**config.mk**
```make
export PLATFORM = sky130hd
export DESIGN_NAME = bank_mapper_with_scanline_irq
export DESIGN_NICKNAME = d
export VERILOG_FILES = /design/src/design/bmsi_pkg.sv /design/src/design/bmsi_decode.sv /design/src/design/bmsi_irq.sv /design/src/design/bank_mapper_with_scanline_irq.sv
export SDC_FILE = /design/constraint.sdc
export NUM_CORES = 1
export LEC_CHECK = 0
export ABC_AREA = 1
export BUFFER_PORTS_ARGS = -buffer_cell sky130_fd_sc_hd__buf_2
export CAP_MARGIN = 20
export CORE_MARGIN = 8
export CORE_UTILIZATION = 60
export DETAILED_ROUTE_END_ITERATION = 7
export PLACE_DENSITY = 0.86
export SLEW_MARGIN = 20
export SYNTH_ARGS = -nofsm -noshare
export SYNTH_HDL_FRONTEND = slang
export SYNTH_SLANG_ARGS = --single-unit
```
**constraint.sdc**
```tcl
create_clock -name clk -period 3.04 [get_ports clk]
set_input_delay 0.304 -clock clk [delete_from_list [all_inputs] [get_ports clk]]
set_output_delay 0.304 -clock clk [all_outputs]
set_load 0.1 [all_outputs]
```
**src/design/bmsi_pkg.sv**
```systemverilog
`timescale 1ns / 1ps

package bmsi_pkg;

  // input item kinds
  localparam logic OP_WRITE = 1'b0;
  localparam logic OP_TICK  = 1'b1;

  // address bits 15..12 of a bus write
  localparam logic [3:0] BLK_PRG0      = 4'h8;
  localparam logic [3:0] BLK_PRG1      = 4'h9;
  localparam logic [3:0] BLK_CHR_FIRST = 4'hB;
  localparam logic [3:0] BLK_CHR_LAST  = 4'hE;
  localparam logic [3:0] BLK_IRQ       = 4'hF;

  // address bits 1..0 inside the irq block
  localparam logic [1:0] IRQ_RELOAD  = 2'd0;
  localparam logic [1:0] IRQ_CONTROL = 2'd1;
  localparam logic [1:0] IRQ_ACK     = 2'd2;

  // configuration register indexes
  localparam logic CFG_CHR_IS_RAM  = 1'b0;
  localparam logic CFG_QUAD_SCREEN = 1'b1;

  localparam int NUM_CHR = 8;

  typedef enum logic [1:0] {
    CHANGE_NONE   = 2'd0,
    CHANGE_PRG    = 2'd1,
    CHANGE_CHR    = 2'd2,
    CHANGE_MIRROR = 2'd3
  } change_t;

  typedef logic [NUM_CHR-1:0][7:0] chr_banks_t;

  // state update controls from the decoder, already qualified by accept
  typedef struct packed {
    logic       prg_we;
    logic       prg_slot;
    logic       chr_we;
    logic [2:0] chr_slot;
    logic [7:0] chr_value;
    logic       mirror_we;
    logic       irq_reload_we;
    logic       irq_control_we;
    logic       irq_ack;
    logic       tick;
    logic [7:0] wdata;
  } ctl_t;

endpackage

```
**src/design/bmsi_decode.sv**
```systemverilog
`timescale 1ns / 1ps

module bmsi_decode (
  input  logic                accept,
  input  logic                operation,
  input  logic [15:0]         address,
  input  logic [7:0]          data,
  input  logic                rendering_on,
  input  logic                chr_is_ram,
  input  logic                quad_screen,
  input  bmsi_pkg::chr_banks_t chr_banks,
  output bmsi_pkg::ctl_t      ctl,
  output logic [1:0]          change,
  output logic [2:0]          slot,
  output logic [7:0]          bank
);
  import bmsi_pkg::*;

  logic [3:0] block;
  logic [3:0] chr_off;
  logic [2:0] chr_idx;
  logic [7:0] chr_old;
  logic [7:0] chr_new;
  change_t    chg;
  ctl_t       want;

  assign block   = address[15:12];
  assign chr_off = block - BLK_CHR_FIRST;
  assign chr_idx = {chr_off[1:0], address[2]};
  assign chr_old = chr_banks[chr_idx];
  // address bit 1 picks the high nibble
  assign chr_new = address[1] ? {data[3:0], chr_old[3:0]} : {chr_old[7:4], data[3:0]};

  always_comb begin
    want      = '0;
    want.wdata = data;
    want.chr_slot  = chr_idx;
    want.chr_value = chr_new;
    chg  = CHANGE_NONE;
    slot = 3'd0;
    bank = 8'd0;
    if (operation == OP_TICK) begin
      want.tick = rendering_on;
    end else begin
      case (block)
        BLK_PRG0: begin
          want.prg_we   = 1'b1;
          want.prg_slot = 1'b0;
          chg  = CHANGE_PRG;
          bank = {3'd0, data[4:0]};
        end
        BLK_PRG1: begin
          if (address[1]) begin
            want.mirror_we = 1'b1;
            chg = quad_screen ? CHANGE_NONE : CHANGE_MIRROR;
          end else begin
            want.prg_we   = 1'b1;
            want.prg_slot = 1'b1;
            chg  = CHANGE_PRG;
            slot = 3'd1;
            bank = {3'd0, data[4:0]};
          end
        end
        BLK_IRQ: begin
          case (address[1:0])
            IRQ_RELOAD:  want.irq_reload_we  = 1'b1;
            IRQ_CONTROL: want.irq_control_we = 1'b1;
            IRQ_ACK:     want.irq_ack        = 1'b1;
            default:     ;
          endcase
        end
        default: begin
          if (block inside {[BLK_CHR_FIRST:BLK_CHR_LAST]} && !chr_is_ram) begin
            want.chr_we = 1'b1;
            chg  = CHANGE_CHR;
            slot = chr_idx;
            bank = chr_new;
          end
        end
      endcase
    end
  end

  always_comb begin
    ctl                = want;
    ctl.prg_we         = accept && want.prg_we;
    ctl.chr_we         = accept && want.chr_we;
    ctl.mirror_we      = accept && want.mirror_we;
    ctl.irq_reload_we  = accept && want.irq_reload_we;
    ctl.irq_control_we = accept && want.irq_control_we;
    ctl.irq_ack        = accept && want.irq_ack;
    ctl.tick           = accept && want.tick;
  end

  assign change = chg;

endmodule

```
**src/design/bmsi_irq.sv**
```systemverilog
`timescale 1ns / 1ps

module bmsi_irq (
  input  logic           clk,
  input  logic           rst,
  input  bmsi_pkg::ctl_t ctl,
  output logic           fire,
  output logic           clear
);
  import bmsi_pkg::*;

  logic       enabled;
  logic [7:0] reload;
  logic [7:0] count;

  assign fire  = ctl.tick && enabled && (count == 8'd0);
  assign clear = ctl.irq_ack;

  always_ff @(posedge clk) begin
    if (rst) begin
      enabled <= 1'b0;
      reload  <= 8'd0;
      count   <= 8'd0;
    end else begin
      if (ctl.irq_reload_we) begin
        reload <= ctl.wdata;
      end
      if (ctl.irq_control_we) begin
        enabled <= ctl.wdata[1];
        if (ctl.wdata[1]) begin
          count <= reload;
        end
      end
      if (ctl.irq_ack) begin
        enabled <= 1'b0;
      end
      if (ctl.tick && enabled) begin
        // expired counter reloads on the same tick that fires
        if (count == 8'd0) begin
          count <= reload;
        end else begin
          count <= count - 8'd1;
        end
      end
    end
  end

endmodule

```
**src/design/bank_mapper_with_scanline_irq.sv**
```systemverilog
`timescale 1ns / 1ps

// Cartridge bank mapper with a scanline interrupt counter. Each accepted
// request (a CPU bus write or a scanline tick) yields exactly one result in the
// next cycle, held in an output register until taken; a new request is
// taken every cycle while the output is empty or being taken, so the rate is
// one request per clock, set by the combinational decode ahead of the output
// register. Configuration (chr_is_ram, quad_screen) is written through
// cfg_we/cfg_index/cfg_data and should only change while the block is idle.
module bank_mapper_with_scanline_irq (
  input  logic        clk,
  input  logic        rst,
  input  logic        in_valid,
  output logic        in_stall,
  input  logic        operation,
  input  logic [15:0] address,
  input  logic [7:0]  data,
  input  logic        rendering_on,
  output logic        out_valid,
  input  logic        out_stall,
  output logic [1:0]  map_change,
  output logic [2:0]  slot,
  output logic [7:0]  bank,
  output logic [1:0]  mirror_mode,
  output logic        irq_fire,
  output logic        irq_clear,
  input  logic        cfg_we,
  input  logic        cfg_index,
  input  logic        cfg_data
);
  import bmsi_pkg::*;

  logic       in_accept;
  logic       chr_is_ram;
  logic       quad_screen;
  logic [4:0] prg_bank_regs [2];
  chr_banks_t chr_banks;
  logic [1:0] mirror;
  logic [1:0] mirror_next;
  ctl_t       ctl;
  logic [1:0] dec_change;
  logic [2:0] dec_slot;
  logic [7:0] dec_bank;
  logic       fire;
  logic       clear;

  assign in_stall  = out_valid && out_stall;
  assign in_accept = in_valid && !in_stall;

  bmsi_decode u_decode (
    .accept       (in_accept),
    .operation    (operation),
    .address      (address),
    .data         (data),
    .rendering_on (rendering_on),
    .chr_is_ram   (chr_is_ram),
    .quad_screen  (quad_screen),
    .chr_banks    (chr_banks),
    .ctl          (ctl),
    .change       (dec_change),
    .slot         (dec_slot),
    .bank         (dec_bank)
  );

  bmsi_irq u_irq (
    .clk   (clk),
    .rst   (rst),
    .ctl   (ctl),
    .fire  (fire),
    .clear (clear)
  );

  assign mirror_next = ctl.mirror_we ? ctl.wdata[1:0] : mirror;

  always_ff @(posedge clk) begin
    if (rst) begin
      chr_is_ram  <= 1'b0;
      quad_screen <= 1'b0;
      prg_bank_regs[0] <= 5'd0;
      prg_bank_regs[1] <= 5'd0;
      chr_banks   <= '0;
      mirror      <= 2'd0;
      out_valid   <= 1'b0;
    end else begin
      if (cfg_we) begin
        case (cfg_index)
          CFG_CHR_IS_RAM:  chr_is_ram  <= cfg_data;
          CFG_QUAD_SCREEN: quad_screen <= cfg_data;
          default:         ;
        endcase
      end
      if (ctl.prg_we) begin
        prg_bank_regs[ctl.prg_slot] <= ctl.wdata[4:0];
      end
      if (ctl.chr_we) begin
        chr_banks[ctl.chr_slot] <= ctl.chr_value;
      end
      mirror <= mirror_next;
      if (in_accept) begin
        out_valid <= 1'b1;
      end else if (!out_stall) begin
        out_valid <= 1'b0;
      end
    end
  end

  // result payload, loaded on accept only
  always_ff @(posedge clk) begin
    if (in_accept) begin
      map_change  <= dec_change;
      slot        <= dec_slot;
      bank        <= dec_bank;
      mirror_mode <= mirror_next;
      irq_fire    <= fire;
      irq_clear   <= clear;
    end
  end

  // program bank store is write-only here; the last result carries its value
  logic prg_unused;
  assign prg_unused = ^{prg_bank_regs[0], prg_bank_regs[1]};

  a_accept_gives_result: assert property (@(posedge clk) disable iff (rst)
    in_accept |=> out_valid)
    else $error("accepted request produced no result");

  a_none_is_zero: assert property (@(posedge clk) disable iff (rst)
    out_valid && map_change == CHANGE_NONE |-> slot == 3'd0 && bank == 8'd0)
    else $error("no-change result carries slot or bank");

  a_fire_no_map: assert property (@(posedge clk) disable iff (rst)
    out_valid && irq_fire |-> map_change == CHANGE_NONE && !irq_clear)
    else $error("irq fire combined with a write result");

  a_prg_bank_narrow: assert property (@(posedge clk) disable iff (rst)
    out_valid && map_change == CHANGE_PRG |-> bank[7:5] == 3'd0 && slot[2:1] == 2'd0)
    else $error("program bank result out of range");

  a_prg_store_known: assert property (@(posedge clk) disable iff (rst)
    !$isunknown(prg_unused))
    else $error("program bank store unknown");

endmodule

```
==> out/results.tsv <==
stage	metric	value	unit
routing	via count	4850	
power	Clock power frac	0.352	
synthesis	gate count after technology mapping	820	
floorplanning	IO Count	52	
sta	Hold WS	0.147	ns
global_route	GRT overflow	0	
cells_and_area	fraction of layout cells with a size suffix above 1	0.0962	
synthesis	Cell Area, Synth	5480	um2
worst_setup_path	kind of critical path	input port to flip-flop	
synthesis	count of different cell masters after synthesis	26	
power	Internal	0.00198	W
routing	antenna-violating nets left	0	
synthesis	post-synthesis net count	860	
synthesis	post-synthesis mux area share	0	
clock_tree	Resized Gates After CTS	0	
power	Leak	3.06	nW
synthesis	XOR/XNOR Fraction of Synth Area	0.00480	
cells_and_area	Final Net Count	887	
clock_tree	CTS tree	yes	
sta	final hold violations	0	
global_route	met3 Usage GRT	0.0487	
global_route	GRT Util Overall	0.204	
min_path	worst hold path type	input port to flip-flop	
sta	min Tclk post-route	2.24	ns
floorplanning	row cnt	35	
power	Reg power frac	0.509	
routing	1st-pass router iterations	6	
floorplanning	Die Area	12400	um2
sta	unrepaired setup endpoints after global routing	false	
synthesis	Mapped Avg Cell Area	6.68	um2
clock_tree	clock buffer depth	2	
power	total power	0.00277	W
clock_tree	clock latency on the worst-skew pair	0.38	ns
floorplanning	Die X	112	um
sta	Pins Over Slew Limit	0	
power	Net Sw Frac	0.286	
place	Final GP Congestion	0.806	
routing	Initial DRC Count	451	
global_route	antenna violations before repair	0	
synthesis	Synth warnings	0	
run_status	status	completed	
worst_setup_path	CP endpoint kind	flip-flop	
synthesis	simple-gate share of the synthesized area	0.397	
sta	Worst-Margin Slew	0.499	ns
synthesis	Adder-Cell Fraction of Synth Area	0.0160	
clock_tree	Setup Buffers After CTS	0	
synthesis	top_reg_cell synth	dfxtp_1	
worst_setup_path	crit path max fanout	9	
global_route	GRT Max-Usage Layer	met2	
synthesis	#FFs+latches synth	103	
cells_and_area	most common cell after layout, fill and taps aside	nand2_1	
sta	setup violators final	0	
worst_setup_path	Crit path required time	3.36	ns
worst_setup_path	arrival time at the worst endpoint	2.55	ns
routing	WL/cell	13.1	um
synthesis	Compound-Gate Fraction of Synth Area	0.0461	
sta	Tcrit/Tclk final	0.735	
clock_tree	hold_buf cts	0	
synthesis	largest family of logic cells by synthesized area	simple AND/OR/NAND/NOR gates	
place	worst slack, placed	0.502	ns
global_route	M1 GR Usage	0.246	
routing	vias per inst	5.04	
global_route	met2 Resource Use GR	0.349	
run	Max Cap Violations	0	
clock_tree	clk sinks	103	
clock_tree	root buffer cell	clkbuf_8	
power	Gate power share	0.139	
worst_setup_path	Startpoint Class	input port	
global_route	first-pass GRT wire length	21100	um
cells_and_area	synth-to-layout area growth	6.60	%
sta	Final WS setup	0.805	ns
place	port buffer count	42	
place	DPL Wire Length	8290	um
routing	final WL	12600	um
power	Pwr Density	474	nW/um2
synthesis	post-synthesis sequential area ratio	0.407	
clock_tree	H-tree depth	3	
cells_and_area	most frequent cells in the layout	260 x nand2_1, 164 x nor2_1, 109 x inv_1	
floorplanning	Die H	112	um
clock_tree	CTS clk-pin slew, worst paths	0.11	ns
power	Net Sw Power	0.000793	W
global_route	vias in the first global route	4544	
synthesis	EDFF count, synth	17	
floorplanning	Core Area	9060	um2
floorplanning	Initial Util	0.604	
sta	Max Clock Skew	0.0164	ns
global_route	largest net degree at the start of global routing	50	
sta	Peak Freq	447	MHz
sta	Rel. slew slack	0.669	
routing	# DRC	0	
power	Max IR drop VDD	0.343	mV
sta	Setup TNS Final	0	ns
clock_tree	total CTS buffers	9	
synthesis	ys async rst share	0	
cells_and_area	# diodes	0	
==> through the flow <==
step                      cells   util  area [um2]
final                       963  0.644        5840
after detailed placement    947  0.619        5610
after global placement      947  0.619        5610
after floorplan             820      -        5480
after global routing        963  0.644        5840
after CTS                   963  0.644        5840
==> sequential cells by signal, indices dropped and copies added (netlist names), 2 cells and up <==
| register | flops |
|---|---|
| slot | 3 |
| map_change | 2 |
| u_irq.reload | 8 |
| u_irq.count | 8 |
| chr_banks | 64 |
| mirror | 2 |
| bank | 8 |
| mirror_mode | 2 |
==> power groups by stage <==
stage          combinational (W)  clock, W  sequential [W]
2_1_floorplan           0.000200         0         0.00154
3_3_place_gp            0.000376         0         0.00144
3_5_place_dp            0.000379         0         0.00144
4_1_cts                 0.000382  0.000982         0.00141
5_1_grt                 0.000413   0.00103         0.00141
6_report                0.000384  0.000975         0.00141
==> synthesized netlist by cell type, types with 2 or more instances <==
cell      number  area (um2)
xor2_1         2        17.5
clkbuf_1      11        41.3
edfxtp_1      17         510
inv_1        110         413
nand3b_1       2        15.0
nand3_1       67         335
buf_1          4        15.0
clkbuf_8       7        96.3
buf_2          2        10.0
dfxtp_1       86        1720
buf_6         10         113
nor2_1       164         616
ha_1           7        87.6
o21ai_0       29         145
nand2_2        6        37.5
a21oi_1       17        85.1
nor3_1         2        10.0
nand2_1      260         976
nand4_4        8         170
clkinv_1       3        11.3
==> path summary, 6_finish.rpt <==
path	start	end	slack, ns	cells after the start
setup / recovery	address[12]	chr_banks[62]	0.80	9
hold / removal	rst	mirror[1]	0.15	2
setup reg to reg	out_valid	chr_banks[41]	1.07	8
hold reg to reg	u_irq.reload[5]	u_irq.reload[5]	0.46	2
==> final cells by class <==
type                    instances  area (um2)
fillers                       799        3220
multi-input cells             569        2540
flip-flops and latches        103        2230
inverters                     113         424
repair buffers                 51         278
well taps                     111         139
clock buffers                  10         138
clock inverters                 6        90.1
==> worst max-delay path, cell delays in order <==
cell      delay (ns)
buf_2           0.09
clkinv_1        0.27
ha_1            0.66
clkinv_1        0.40
nand3_1         0.24
nand3_1         0.12
nand2_1         0.29
nor2_1          0.07
nor2_1          0.09
==> metal layers <==
layer | up-vias | share of wire
met4 | 0 | 0.015
met3 | 18 | 0.064
met1 | 2145 | 0.44
li1 | 2539 | -
met5 | - | 0
met2 | 148 | 0.48
==> cells by family after synthesis <==
kind of cell               Yosys count
and+or+nand+nor                    511
buffers and inverters              148
DFF                                103
AOI/OAI and AO/OA                   48
adders and majority gates            7
xor gates and xnor gates             3
(Power assumes the default switching activity.)
